[config.mk]
export PLATFORM = sky130hd
export DESIGN_NAME = adc_bank_word_parser_top_flat
export DESIGN_NICKNAME = d
export VERILOG_FILES = /design/src/hw/rtl/abwp_pkg.sv /design/src/hw/rtl/abwp_channels.sv /design/src/hw/rtl/abwp_decode.sv /design/src/hw/rtl/adc_bank_word_parser_top.sv /design/src/flat_wrapper.sv
export VERILOG_INCLUDE_DIRS = /design/src /design/src/hw/rtl
export SDC_FILE = /design/constraint.sdc
export NUM_CORES = 1
export LEC_CHECK = 0
export ABC_AREA = 0
export BUFFER_PORTS_ARGS = -buffer_cell sky130_fd_sc_hd__buf_2
export CORE_MARGIN = 2
export CORE_UTILIZATION = 30
export CTS_BUF_LIST = sky130_fd_sc_hd__clkbuf_16
export DETAILED_ROUTE_END_ITERATION = 10
export SKIP_CTS_REPAIR_TIMING = 1
export SYNTH_ARGS = -nofsm -noshare
export SYNTH_HDL_FRONTEND = slang
export SYNTH_SLANG_ARGS = --single-unit
[constraint.sdc]
create_clock -name clock -period 8.31 [get_ports clock]
set_input_delay 1.662 -clock clock [delete_from_list [all_inputs] [get_ports clock]]
set_output_delay 1.662 -clock clock [all_outputs]
set_load 0.01 [all_outputs]
[src/hw/rtl/adc_bank_word_parser_top_macros.svh]
// assertion helpers, clocked on clock and quiet while reset is high
`ifndef ADC_BANK_WORD_PARSER_TOP_MACROS_SVH
`define ADC_BANK_WORD_PARSER_TOP_MACROS_SVH

// same-cycle implication
`define ABWP_ASSERT_NOW(label, ante, cons, msg) \
   label: assert property (@(posedge clock) disable iff (reset) (ante) |-> (cons)) \
      else $error(msg);

// next-cycle implication
`define ABWP_ASSERT_NEXT(label, ante, cons, msg) \
   label: assert property (@(posedge clock) disable iff (reset) (ante) |=> (cons)) \
      else $error(msg);

`endif

[src/hw/rtl/abwp_pkg.sv]
package abwp_pkg;

   localparam int NUM_BOARDS_DEF        = 16;
   localparam int CHANNELS_PER_MEZZ_DEF = 2048;

   localparam int WORD_W   = 32;
   localparam int BOARD_W  = 4;
   localparam int CHAN_W   = 11;
   localparam int ADC_W    = 12;
   localparam int STATUS_W = 3;
   localparam int LEFT_W   = 12;
   localparam int TOTAL_W  = 17;

   typedef enum logic [STATUS_W-1:0] {
      ST_HEADER      = 3'd0,
      ST_WRITTEN     = 3'd1,
      ST_SKIPPED     = 3'd2,
      ST_BAD_BOARD   = 3'd3,
      ST_BAD_MEZZ    = 3'd4,
      ST_COUNT_BIG   = 3'd5,
      ST_CHANNEL_BIG = 3'd6,
      ST_DISCARDED   = 3'd7
   } status_type;

   typedef struct packed {
      logic [LEFT_W-1:0]  words_left;
      logic [BOARD_W-1:0] board;
      logic               mezzanine;
      logic [TOTAL_W-1:0] written;
      logic               error;
   } bank_state_type;

   typedef struct packed {
      logic               write_enable;
      logic               out_sector;
      logic [BOARD_W-1:0] board;
      logic               mezzanine;
      logic [CHAN_W-1:0]  channel;
      logic [ADC_W-1:0]   adc_value;
      status_type         status;
      logic               bank_done;
      logic               bank_error;
      logic [TOTAL_W-1:0] channel_total;
   } result_type;

endpackage

[src/hw/rtl/abwp_channels.sv]
interface abwp_req_if;
   import abwp_pkg::*;
   logic              valid;
   logic              ready;
   logic [WORD_W-1:0] word;
   logic              last_word;

   modport source (output valid, word, last_word, input ready);
   modport sink   (input valid, word, last_word, output ready);
endinterface

interface abwp_rsp_if;
   import abwp_pkg::*;
   logic                valid;
   logic                ready;
   logic                write_enable;
   logic                out_sector;
   logic [BOARD_W-1:0]  board;
   logic                mezzanine;
   logic [CHAN_W-1:0]   channel;
   logic [ADC_W-1:0]    adc_value;
   logic [STATUS_W-1:0] status;
   logic                bank_done;
   logic                bank_error;
   logic [TOTAL_W-1:0]  channel_total;

   modport source (output valid, write_enable, out_sector, board, mezzanine, channel,
                   adc_value, status, bank_done, bank_error, channel_total,
                   input ready);
   modport sink   (input valid, write_enable, out_sector, board, mezzanine, channel,
                   adc_value, status, bank_done, bank_error, channel_total,
                   output ready);
endinterface

[src/hw/rtl/abwp_decode.sv]
module abwp_decode
   import abwp_pkg::*;
#(
   parameter int NUM_BOARDS        = NUM_BOARDS_DEF,
   parameter int CHANNELS_PER_MEZZ = CHANNELS_PER_MEZZ_DEF
) (
   input  bank_state_type    state,
   input  logic [WORD_W-1:0] word,
   input  logic              last_word,
   input  logic              sector,
   output bank_state_type    state_next,
   output result_type        result
);

   localparam logic [8:0]  BOARD_LIMIT = 9'(NUM_BOARDS);
   localparam logic [15:0] COUNT_LIMIT = 16'(CHANNELS_PER_MEZZ);
   localparam logic [11:0] CHAN_LIMIT  = 12'(CHANNELS_PER_MEZZ);

   logic [7:0]        hdr_board;
   logic [7:0]        hdr_mezz;
   logic [15:0]       hdr_count;
   logic              flagged;
   logic [CHAN_W-1:0] data_chan;
   logic [ADC_W-1:0]  data_value;
   bank_state_type    upd;

   assign hdr_board  = word[31:24];
   assign hdr_mezz   = word[23:16];
   assign hdr_count  = word[15:0];
   assign flagged    = word[30];
   assign data_chan  = word[22:12];
   assign data_value = word[11:0];

   always_comb begin
      upd                  = state;
      result               = '0;
      result.out_sector    = sector;
      result.board         = state.board;
      result.mezzanine     = state.mezzanine;
      result.bank_done     = last_word;

      if (state.error) begin
         result.status = ST_DISCARDED;
      end else if (state.words_left == '0) begin
         // header word
         result.board     = hdr_board[BOARD_W-1:0];
         result.mezzanine = hdr_mezz[0];
         if ({1'b0, hdr_board} >= BOARD_LIMIT) begin
            result.status = ST_BAD_BOARD;
            upd.error     = 1'b1;
         end else if (hdr_mezz > 8'd1) begin
            result.status = ST_BAD_MEZZ;
            upd.error     = 1'b1;
         end else if (hdr_count > COUNT_LIMIT) begin
            result.status = ST_COUNT_BIG;
            upd.error     = 1'b1;
         end else begin
            result.status  = ST_HEADER;
            upd.board      = hdr_board[BOARD_W-1:0];
            upd.mezzanine  = hdr_mezz[0];
            upd.words_left = hdr_count[LEFT_W-1:0];
         end
      end else begin
         // data word
         upd.words_left = state.words_left - LEFT_W'(1);
         if (flagged) begin
            result.channel   = data_chan;
            result.adc_value = data_value;
            if ({1'b0, data_chan} >= CHAN_LIMIT) begin
               result.status = ST_CHANNEL_BIG;
               upd.error     = 1'b1;
            end else begin
               result.status       = ST_WRITTEN;
               result.write_enable = 1'b1;
               if (state.written != '1) begin
                  upd.written = state.written + TOTAL_W'(1);
               end
            end
         end else begin
            result.status = ST_SKIPPED;
         end
      end

      if (last_word) begin
         result.bank_error    = upd.error;
         result.channel_total = upd.written;
         state_next           = '0;
      end else begin
         state_next = upd;
      end
   end

endmodule

[src/hw/rtl/adc_bank_word_parser_top.sv]
// latency: a word accepted at one edge has its result on rsp_chan from the next cycle on
// throughput: one word per cycle while rsp_chan takes results; the bank state and the result register
//   both update at the accept edge, and the result register frees itself when rsp_chan takes it
// reset: synchronous, active high; clears the bank state, the sector and the result
//   valid; the first word after reset is taken as a header
module adc_bank_word_parser_top
   import abwp_pkg::*;
#(
   parameter int NUM_BOARDS        = NUM_BOARDS_DEF,
   parameter int CHANNELS_PER_MEZZ = CHANNELS_PER_MEZZ_DEF
) (
   input  logic        clock,
   input  logic        reset,
   input  logic        csr_write_enable,
   input  logic        csr_write_data,
   abwp_req_if.sink    req_chan,
   abwp_rsp_if.source  rsp_chan
);

   // sector register, copied into every result
   logic sector_ff;

   // bank state: remaining data words, header fields, write count, sticky error
   bank_state_type state_ff;
   bank_state_type state_in;

   // result register, one word deep
   logic       rsp_valid_ff;
   result_type result_ff;
   result_type result_in;

   logic req_accept;

   // a new word enters whenever the result register is empty or being drained
   assign req_chan.ready = !rsp_valid_ff || rsp_chan.ready;
   assign req_accept     = req_chan.valid && req_chan.ready;

   // all per-word work is one combinational pass over the current state
   abwp_decode #(
      .NUM_BOARDS        (NUM_BOARDS),
      .CHANNELS_PER_MEZZ (CHANNELS_PER_MEZZ)
   ) u_decode (
      .state      (state_ff),
      .word       (req_chan.word),
      .last_word  (req_chan.last_word),
      .sector     (sector_ff),
      .state_next (state_in),
      .result     (result_in)
   );

   always_ff @(posedge clock) begin
      if (reset) begin
         sector_ff <= 1'b0;
      end else if (csr_write_enable) begin
         sector_ff <= csr_write_data;
      end
   end

   // state advances only on an accepted word
   always_ff @(posedge clock) begin
      if (reset) begin
         state_ff <= '0;
      end else if (req_accept) begin
         state_ff <= state_in;
      end
   end

   always_ff @(posedge clock) begin
      if (reset) begin
         rsp_valid_ff <= 1'b0;
      end else if (req_accept) begin
         rsp_valid_ff <= 1'b1;
      end else if (rsp_chan.ready) begin
         rsp_valid_ff <= 1'b0;
      end
   end

   // payload needs no reset, it is only looked at with valid
   always_ff @(posedge clock) begin
      if (req_accept) begin
         result_ff <= result_in;
      end
   end

   assign rsp_chan.valid         = rsp_valid_ff;
   assign rsp_chan.write_enable  = result_ff.write_enable;
   assign rsp_chan.out_sector    = result_ff.out_sector;
   assign rsp_chan.board         = result_ff.board;
   assign rsp_chan.mezzanine     = result_ff.mezzanine;
   assign rsp_chan.channel       = result_ff.channel;
   assign rsp_chan.adc_value     = result_ff.adc_value;
   assign rsp_chan.status        = result_ff.status;
   assign rsp_chan.bank_done     = result_ff.bank_done;
   assign rsp_chan.bank_error    = result_ff.bank_error;
   assign rsp_chan.channel_total = result_ff.channel_total;

`include "adc_bank_word_parser_top_macros.svh"

   // the last word of a bank leaves a clean state behind
   `ABWP_ASSERT_NEXT(a_last_clears, req_accept && req_chan.last_word, state_ff == '0, "bank state not cleared after last word")

   // an error stays until the bank ends
   `ABWP_ASSERT_NEXT(a_error_sticky, req_accept && state_ff.error && !req_chan.last_word, state_ff.error, "sticky error lost inside a bank")

   // once in error, every word comes back discarded
   `ABWP_ASSERT_NEXT(a_discard, req_accept && state_ff.error, rsp_valid_ff && result_ff.status == ST_DISCARDED, "word after an error not discarded")

   // totals are only reported on the last word
   `ABWP_ASSERT_NOW(a_total_only_done, rsp_valid_ff && !result_ff.bank_done, result_ff.channel_total == '0 && !result_ff.bank_error, "bank totals outside the last word")

endmodule
[src/flat_wrapper.sv]
// flat-port wrapper written by rule: the top's interface ports become plain ports
module adc_bank_word_parser_top_flat import abwp_pkg::*;
#(
   parameter int NUM_BOARDS        = NUM_BOARDS_DEF,
   parameter int CHANNELS_PER_MEZZ = CHANNELS_PER_MEZZ_DEF
)
  (clock, reset, csr_write_enable, csr_write_data, req_chan_valid, req_chan_word, req_chan_last_word, req_chan_ready, rsp_chan_valid, rsp_chan_write_enable, rsp_chan_out_sector, rsp_chan_board, rsp_chan_mezzanine, rsp_chan_channel, rsp_chan_adc_value, rsp_chan_status, rsp_chan_bank_done, rsp_chan_bank_error, rsp_chan_channel_total, rsp_chan_ready);
  abwp_req_if req_chan_i ();
  abwp_rsp_if rsp_chan_i ();
  input  logic clock;
  input  logic reset;
  input  logic csr_write_enable;
  input  logic csr_write_data;
  input wire logic [$bits(req_chan_i.valid)-1:0] req_chan_valid;
  input wire logic [$bits(req_chan_i.word)-1:0] req_chan_word;
  input wire logic [$bits(req_chan_i.last_word)-1:0] req_chan_last_word;
  output wire logic [$bits(req_chan_i.ready)-1:0] req_chan_ready;
  output wire logic [$bits(rsp_chan_i.valid)-1:0] rsp_chan_valid;
  output wire logic [$bits(rsp_chan_i.write_enable)-1:0] rsp_chan_write_enable;
  output wire logic [$bits(rsp_chan_i.out_sector)-1:0] rsp_chan_out_sector;
  output wire logic [$bits(rsp_chan_i.board)-1:0] rsp_chan_board;
  output wire logic [$bits(rsp_chan_i.mezzanine)-1:0] rsp_chan_mezzanine;
  output wire logic [$bits(rsp_chan_i.channel)-1:0] rsp_chan_channel;
  output wire logic [$bits(rsp_chan_i.adc_value)-1:0] rsp_chan_adc_value;
  output wire logic [$bits(rsp_chan_i.status)-1:0] rsp_chan_status;
  output wire logic [$bits(rsp_chan_i.bank_done)-1:0] rsp_chan_bank_done;
  output wire logic [$bits(rsp_chan_i.bank_error)-1:0] rsp_chan_bank_error;
  output wire logic [$bits(rsp_chan_i.channel_total)-1:0] rsp_chan_channel_total;
  input wire logic [$bits(rsp_chan_i.ready)-1:0] rsp_chan_ready;
  assign req_chan_i.valid = req_chan_valid;
  assign req_chan_i.word = req_chan_word;
  assign req_chan_i.last_word = req_chan_last_word;
  assign req_chan_ready = req_chan_i.ready;
  assign rsp_chan_valid = rsp_chan_i.valid;
  assign rsp_chan_write_enable = rsp_chan_i.write_enable;
  assign rsp_chan_out_sector = rsp_chan_i.out_sector;
  assign rsp_chan_board = rsp_chan_i.board;
  assign rsp_chan_mezzanine = rsp_chan_i.mezzanine;
  assign rsp_chan_channel = rsp_chan_i.channel;
  assign rsp_chan_adc_value = rsp_chan_i.adc_value;
  assign rsp_chan_status = rsp_chan_i.status;
  assign rsp_chan_bank_done = rsp_chan_i.bank_done;
  assign rsp_chan_bank_error = rsp_chan_i.bank_error;
  assign rsp_chan_channel_total = rsp_chan_i.channel_total;
  assign rsp_chan_i.ready = rsp_chan_ready;
  adc_bank_word_parser_top #(.NUM_BOARDS(NUM_BOARDS), .CHANNELS_PER_MEZZ(CHANNELS_PER_MEZZ)) u_core (.clock(clock), .reset(reset), .csr_write_enable(csr_write_enable), .csr_write_data(csr_write_data), .req_chan(req_chan_i), .rsp_chan(rsp_chan_i));
endmodule
### Word level (Yosys, flattened, before mapping)

Index checks and enable logic that the tools add are counted.

| storage, ports and cells | value |
|---|---|
| logic and storage cells | 67 |
| output and inout bits | 54 |
| bits in registers | 89 |

| operators by class | value |
|---|---|
| $add $sub $neg | 2 |
| bitwise operators | 1 |
| equal/unequal tests | 8 |
| reductions and logical operators | 10 |
| multiplexer cells | 26 |
| order comparisons | 3 |

Operators by type and width:

| kind | count |
|---|---|
| $mux W17 | 6 |
| $mux W35 | 2 |
| $mux W23 | 2 |
| $mux W28 | 1 |
| $add A17 B1 Y17 const B | 1 |
| $ne A17 B17 Y1 const B | 1 |
| $gt A16 B12 Y1 const B | 1 |
| $logic_not A12 Y1 | 1 |
| $mux W12 | 1 |
| $mux W3 | 4 |
| $sub A12 B1 Y12 const B | 1 |
| $mux W5 | 2 |
| $ne A3 B3 Y1 const B | 3 |
| $ge A8 B5 Y1 const B | 1 |
| $gt A8 B1 Y1 const B | 1 |
| $ne A2 B2 Y1 const B | 4 |
| $mux W1 | 7 |
| $reduce_and A6 Y1 | 1 |
| $reduce_and A5 Y1 | 1 |
| $reduce_bool A2 Y1 | 2 |
| $reduce_or A3 Y1 | 1 |
| $mux W2 | 1 |
| $reduce_or A2 Y1 | 1 |
| $logic_and A1 B1 Y1 | 1 |
| other kinds (3) | 3 |

### Depth between registers and ports, before layout

| depth | value |
|---|---|
| word-level depth | 7 |
| depth in mapped cells | 9 |
| depth with buffers taken out | 8 |

### By module

From an unflattened synthesis, not the netlist that was laid out.

| second synthesis, totals | value |
|---|---|
| cells, all modules | 486 |
| area total of the unflattened synthesis | 4971.0 um^2 |

By module, submodules not included:

| module | times used | cells an instance | sequential area each (um^2) | area an instance (um^2) |
|---|---|---|---|---|
| adc_bank_word_parser_top | 1 | 220 | 2302.2 | 3293.2 |
| abwp_decode | 1 | 266 | 0.0 | 1677.9 |

### Worst setup path before layout

Ideal clock, no wire load.

| timing path | value |
|---|---|
| path kind | input to register |
| start point | input port rsp_chan_ready |
| end point | register u_core.state_ff[10] (netlist name) |
| arrival time | 4282 ps |
| buffers on the path | 1 |
| library setup time | 128 ps |
| slack | 3900 ps |
| stages on the path | 8 |
| path through | nand2b_1 -> nand2_1 -> clkinv_1 -> nand2_1 -> clkbuf_1 -> nor2_1 -> a22oi_1 -> nor2_1 |

| between the ends | value |
|---|---|
| cells in the longest elaborated chain, start to end | 2 |

RTL lines:

| element | line | source |
|---|---|---|
| start: declaration | flat_wrapper.sv:29 | `input wire logic [$bits(rsp_chan_i.ready)-1:0] rsp_chan_ready;` |
| $logic_or A1 B1 Y1 | adc_bank_word_parser_top.sv:35 | `assign req_chan.ready = !rsp_valid_ff \|\| rsp_chan.ready;` |
| $logic_and A1 B1 Y1 | adc_bank_word_parser_top.sv:36 | `assign req_accept = req_chan.valid && req_chan.ready;` |
| net u_core.req_accept | adc_bank_word_parser_top.sv:32 | `logic req_accept;` |
| end signal: assignment | adc_bank_word_parser_top.sv:64 | `state_ff <= state_in;` |
| end: declaration | adc_bank_word_parser_top.sv:24 | `bank_state_type state_ff;` |

The timed path passes the listed nets, and every way through them passes these cells.
A chain may end at the register's enable or synchronous reset.

### Final worst setup path

| timing path | value |
|---|---|
| start point | input port req_chan_word[30] |
| end point | register u_core.state_ff[8] (netlist name) |

| between the ends | value |
|---|---|
| cells in the longest elaborated chain, start to end | 4 |

RTL lines:

| element | line | source |
|---|---|---|
| start: declaration | flat_wrapper.sv:15 | `input wire logic [$bits(req_chan_i.word)-1:0] req_chan_word;` |
| $mux W17 | abwp_decode.sv:66 | `if (flagged) begin` |
| $mux W17 | abwp_decode.sv:44 | `end else if (state.words_left == '0) begin` |
| $mux W35 | abwp_decode.sv:42 | `if (state.error) begin` |
| $mux W35 | abwp_decode.sv:84 | `if (last_word) begin` |

Every way passes these cells. The select of a mux whose other input is x is not followed.

==> reports/results.ini <==
[drt]
drt-initial-drc-count=251
vias_per_cell=5.00
num_vias=3438
drtAntennaViolNets=0
drt-wirelength-per-cell_um=14.9
drc=0
drtPass1Iterations=4
finalWirelength_mm=10.2

[final_layout]
drive_gt1_frac=0.260
final_util=0.373
fin_cells=687
nets=544
syn2layout_area_growth_pct=20.2
n_antenna_cell=0

[setup_path]
reg2reg_to=u_core.state_ff[8]
required_ns=8.57
worstRegToRegCells=8
reg2reg_slack_ns=5.30
crit_path_start=req_chan_word[30]
crit_fanout=29
endpoint_kind=flop
start_kind=primary input
arrival_ns=4.03
reg2reg_from=u_core.state_ff[23]
crit_type=primary input to flop

[synth]
netlist_top_cells_area=edfxtp_1 (36%), dfxtp_1 (17%), nand2_1 (4.4%)
syn_nets=460
synth_top_cell_area_share=0.360
synthArstFlopShare=0
yosysWarnings=0
synth-seq-area-share=0.531
syn_inst=418
synth-edff-count=52
synthMostInstantiatedCell=edfxtp_1
ys_ff_latch=89
yosysUniqueCellTypes=67
ys.flop_type=edfxtp_1
synth_top_area_cell=edfxtp_1
ys_top_cells_by_count=edfxtp_1 (52), nand2_1 (51), nor2_1 (40)
synthesis.area_mm2=0.00434
synth.avg_cell_area_um2=10.4

[timing]
finalMaxSlewViolations=0
layout_setup_ws_ns=4.54
setup_viol=0
maxSlewHeadroom=0.215
hold_viol_final=0
fmax_mhz=265
min_period_ns=3.77
fin_worst_skew_ns=0.00798
fin_setup_tns_ns=0
rsz0062_at_grt=no
worstMarginPinSlew_ns=1.17
post-route-period-util=0.454

[outcome]
outcome=finished clean

[pwr]
total_power_w=0.00172
p_leak_nw=1.96
cellPowerDensity_mw_per_mm2=329
clockPowerShare=0.219
p_switching_w=0.000646
vdd_drop_max_v=0.000152
p_int_w=0.00107
combPwrFrac=0.415
pwr-share-seq=0.366
netSwitchingFraction=0.376

[clock_network]
cts_tree=built
cts_max_path_buffers=2
cts-root-buf=clkbuf_16
cts_made_buffers=9
cts.clk_slew.worst_paths_ns=0.06
cts_sinks=89
cts_htree_levels=3
clkLatencyLatePin_ns=0.33

[place]
place_ws_ns=4.14
portBuffers=92
place_hpwl_mm=7.09
dp_cells=671
gp_congestion=0.819

[die]
die_w_um=124
start_util=0.310
io_pins=93
num_rows=43
die_h_um=124
dieArea_mm2=0.0154
core_mm2=0.0140

[global_routing]
grt_max_degree=60
grt_pass1_vias=3297
antenna_found_initial=0
grt-ovfl-total=0
grt_pass1_wl_mm=16.6
track_usage=0.132

[worst_hold_path]
hp-start=u_core.sector_ff
worstHoldEndpoint=u_core.rsp_chan.out_sector
holdPathStages=0
hold_class=flop to flop

[flow_run]
drv_cap=0

[power groups by stage]
| stage | Combinational, W | Clock, W | Sequential [W] |
|---|---|---|---|
| 2_1_floorplan | 0.000531 | 0 | 0.000657 |
| 3_3_place_gp | 0.000700 | 0 | 0.000635 |
| 3_5_place_dp | 0.000717 | 0 | 0.000638 |
| 4_1_cts | 0.000720 | 0.000387 | 0.000628 |
| 5_1_grt | 0.000796 | 0.000403 | 0.000637 |
| 6_report | 0.000712 | 0.000376 | 0.000628 |
[layout by cell type, fill, tap and decap left out, drive strengths merged, types with 4 or more instances in the layout]
master   instances
edfxtp          52
and2            25
mux2             5
o211ai           6
nor2            41
xnor2           13
inv             13
buf             94
o2111ai          8
a31oi            8
nand2           51
xor2             6
mux2i            9
dfxtp           37
or3              8
o21ai           16
nor4            10
clkbuf          10
nand2b           5
nor3             9
a21oi           18
nand3           14
nand4            4
[how the worst max path moves through the flow]
stage / endpoint / slack [ns] / cells after the start
floorplan: u_core.state_ff[10] / 3.90 / 8
global placement: u_core.state_ff[8] / 4.24 / 7
detailed placement: u_core.state_ff[8] / 4.14 / 7
CTS: u_core.state_ff[4] / 4.48 / 7
global route: u_core.state_ff[8] / 4.22 / 7
finish: u_core.state_ff[8] / 4.54 / 7
[per-layer routing]
metal / global-route usage / vias to the layer above / wire length (µm)
met1: 0.168 / 1670 / 4640
met3: 0.0267 / 9 / 375
met4: 0.0509 / 0 / 145
met5: 0 / - / 0
met2: 0.221 / 58 / 5060
li1: - / 1701 / -
[cells by family after synthesis]
group           synth area share
simple gates               0.222
flops                      0.531
compound gates             0.133
buf+inv                   0.0332
xor+xnor                  0.0384
mux                       0.0338
fa+ha+maj                0.00866
[area by class of cell]
type | instances | area, µm²
clock buffer | 10 | 250
clock inverter | 6 | 25.0
fill | 1413 | 8780
inverter | 10 | 37.5
multi-input combinational | 298 | 1900
sequential | 89 | 2300
tap | 180 | 225
timing repair buffer | 94 | 475
[worst max-delay path, stage by stage]
cell and delay, ns:
buf_2 0.13, nand2b_1 0.10, a31oi_2 0.91, a21boi_2 0.51, nand4_1 0.21, or3_1 0.34
a31oi_1 0.16
[flip-flops by register name, indices dropped and copies added (netlist names)]
name / flops
u_core.state_ff: 35
u_core.rsp_chan.channel_total: 17
u_core.rsp_chan.adc_value: 12
u_core.rsp_chan.channel: 11
u_core.rsp_chan.board: 4
u_core.rsp_chan.status: 3
u_core.rsp_chan.bank_done: 1
u_core.rsp_chan.bank_error: 1
u_core.rsp_chan.mezzanine: 1
u_core.rsp_chan.out_sector: 1
u_core.rsp_chan.valid: 1
u_core.rsp_chan.write_enable: 1
u_core.sector_ff: 1
[stage by stage]
stage	hold slack, ns	cell area [µm²]
6_report	0.435	5210
5_1_grt	0.446	5210
4_1_cts	0.435	5210
3_5_place_dp	0.420	4940
2_1_floorplan	0.408	4340
3_3_place_gp	0.413	4940
Power figures use the tool's default switching activity.
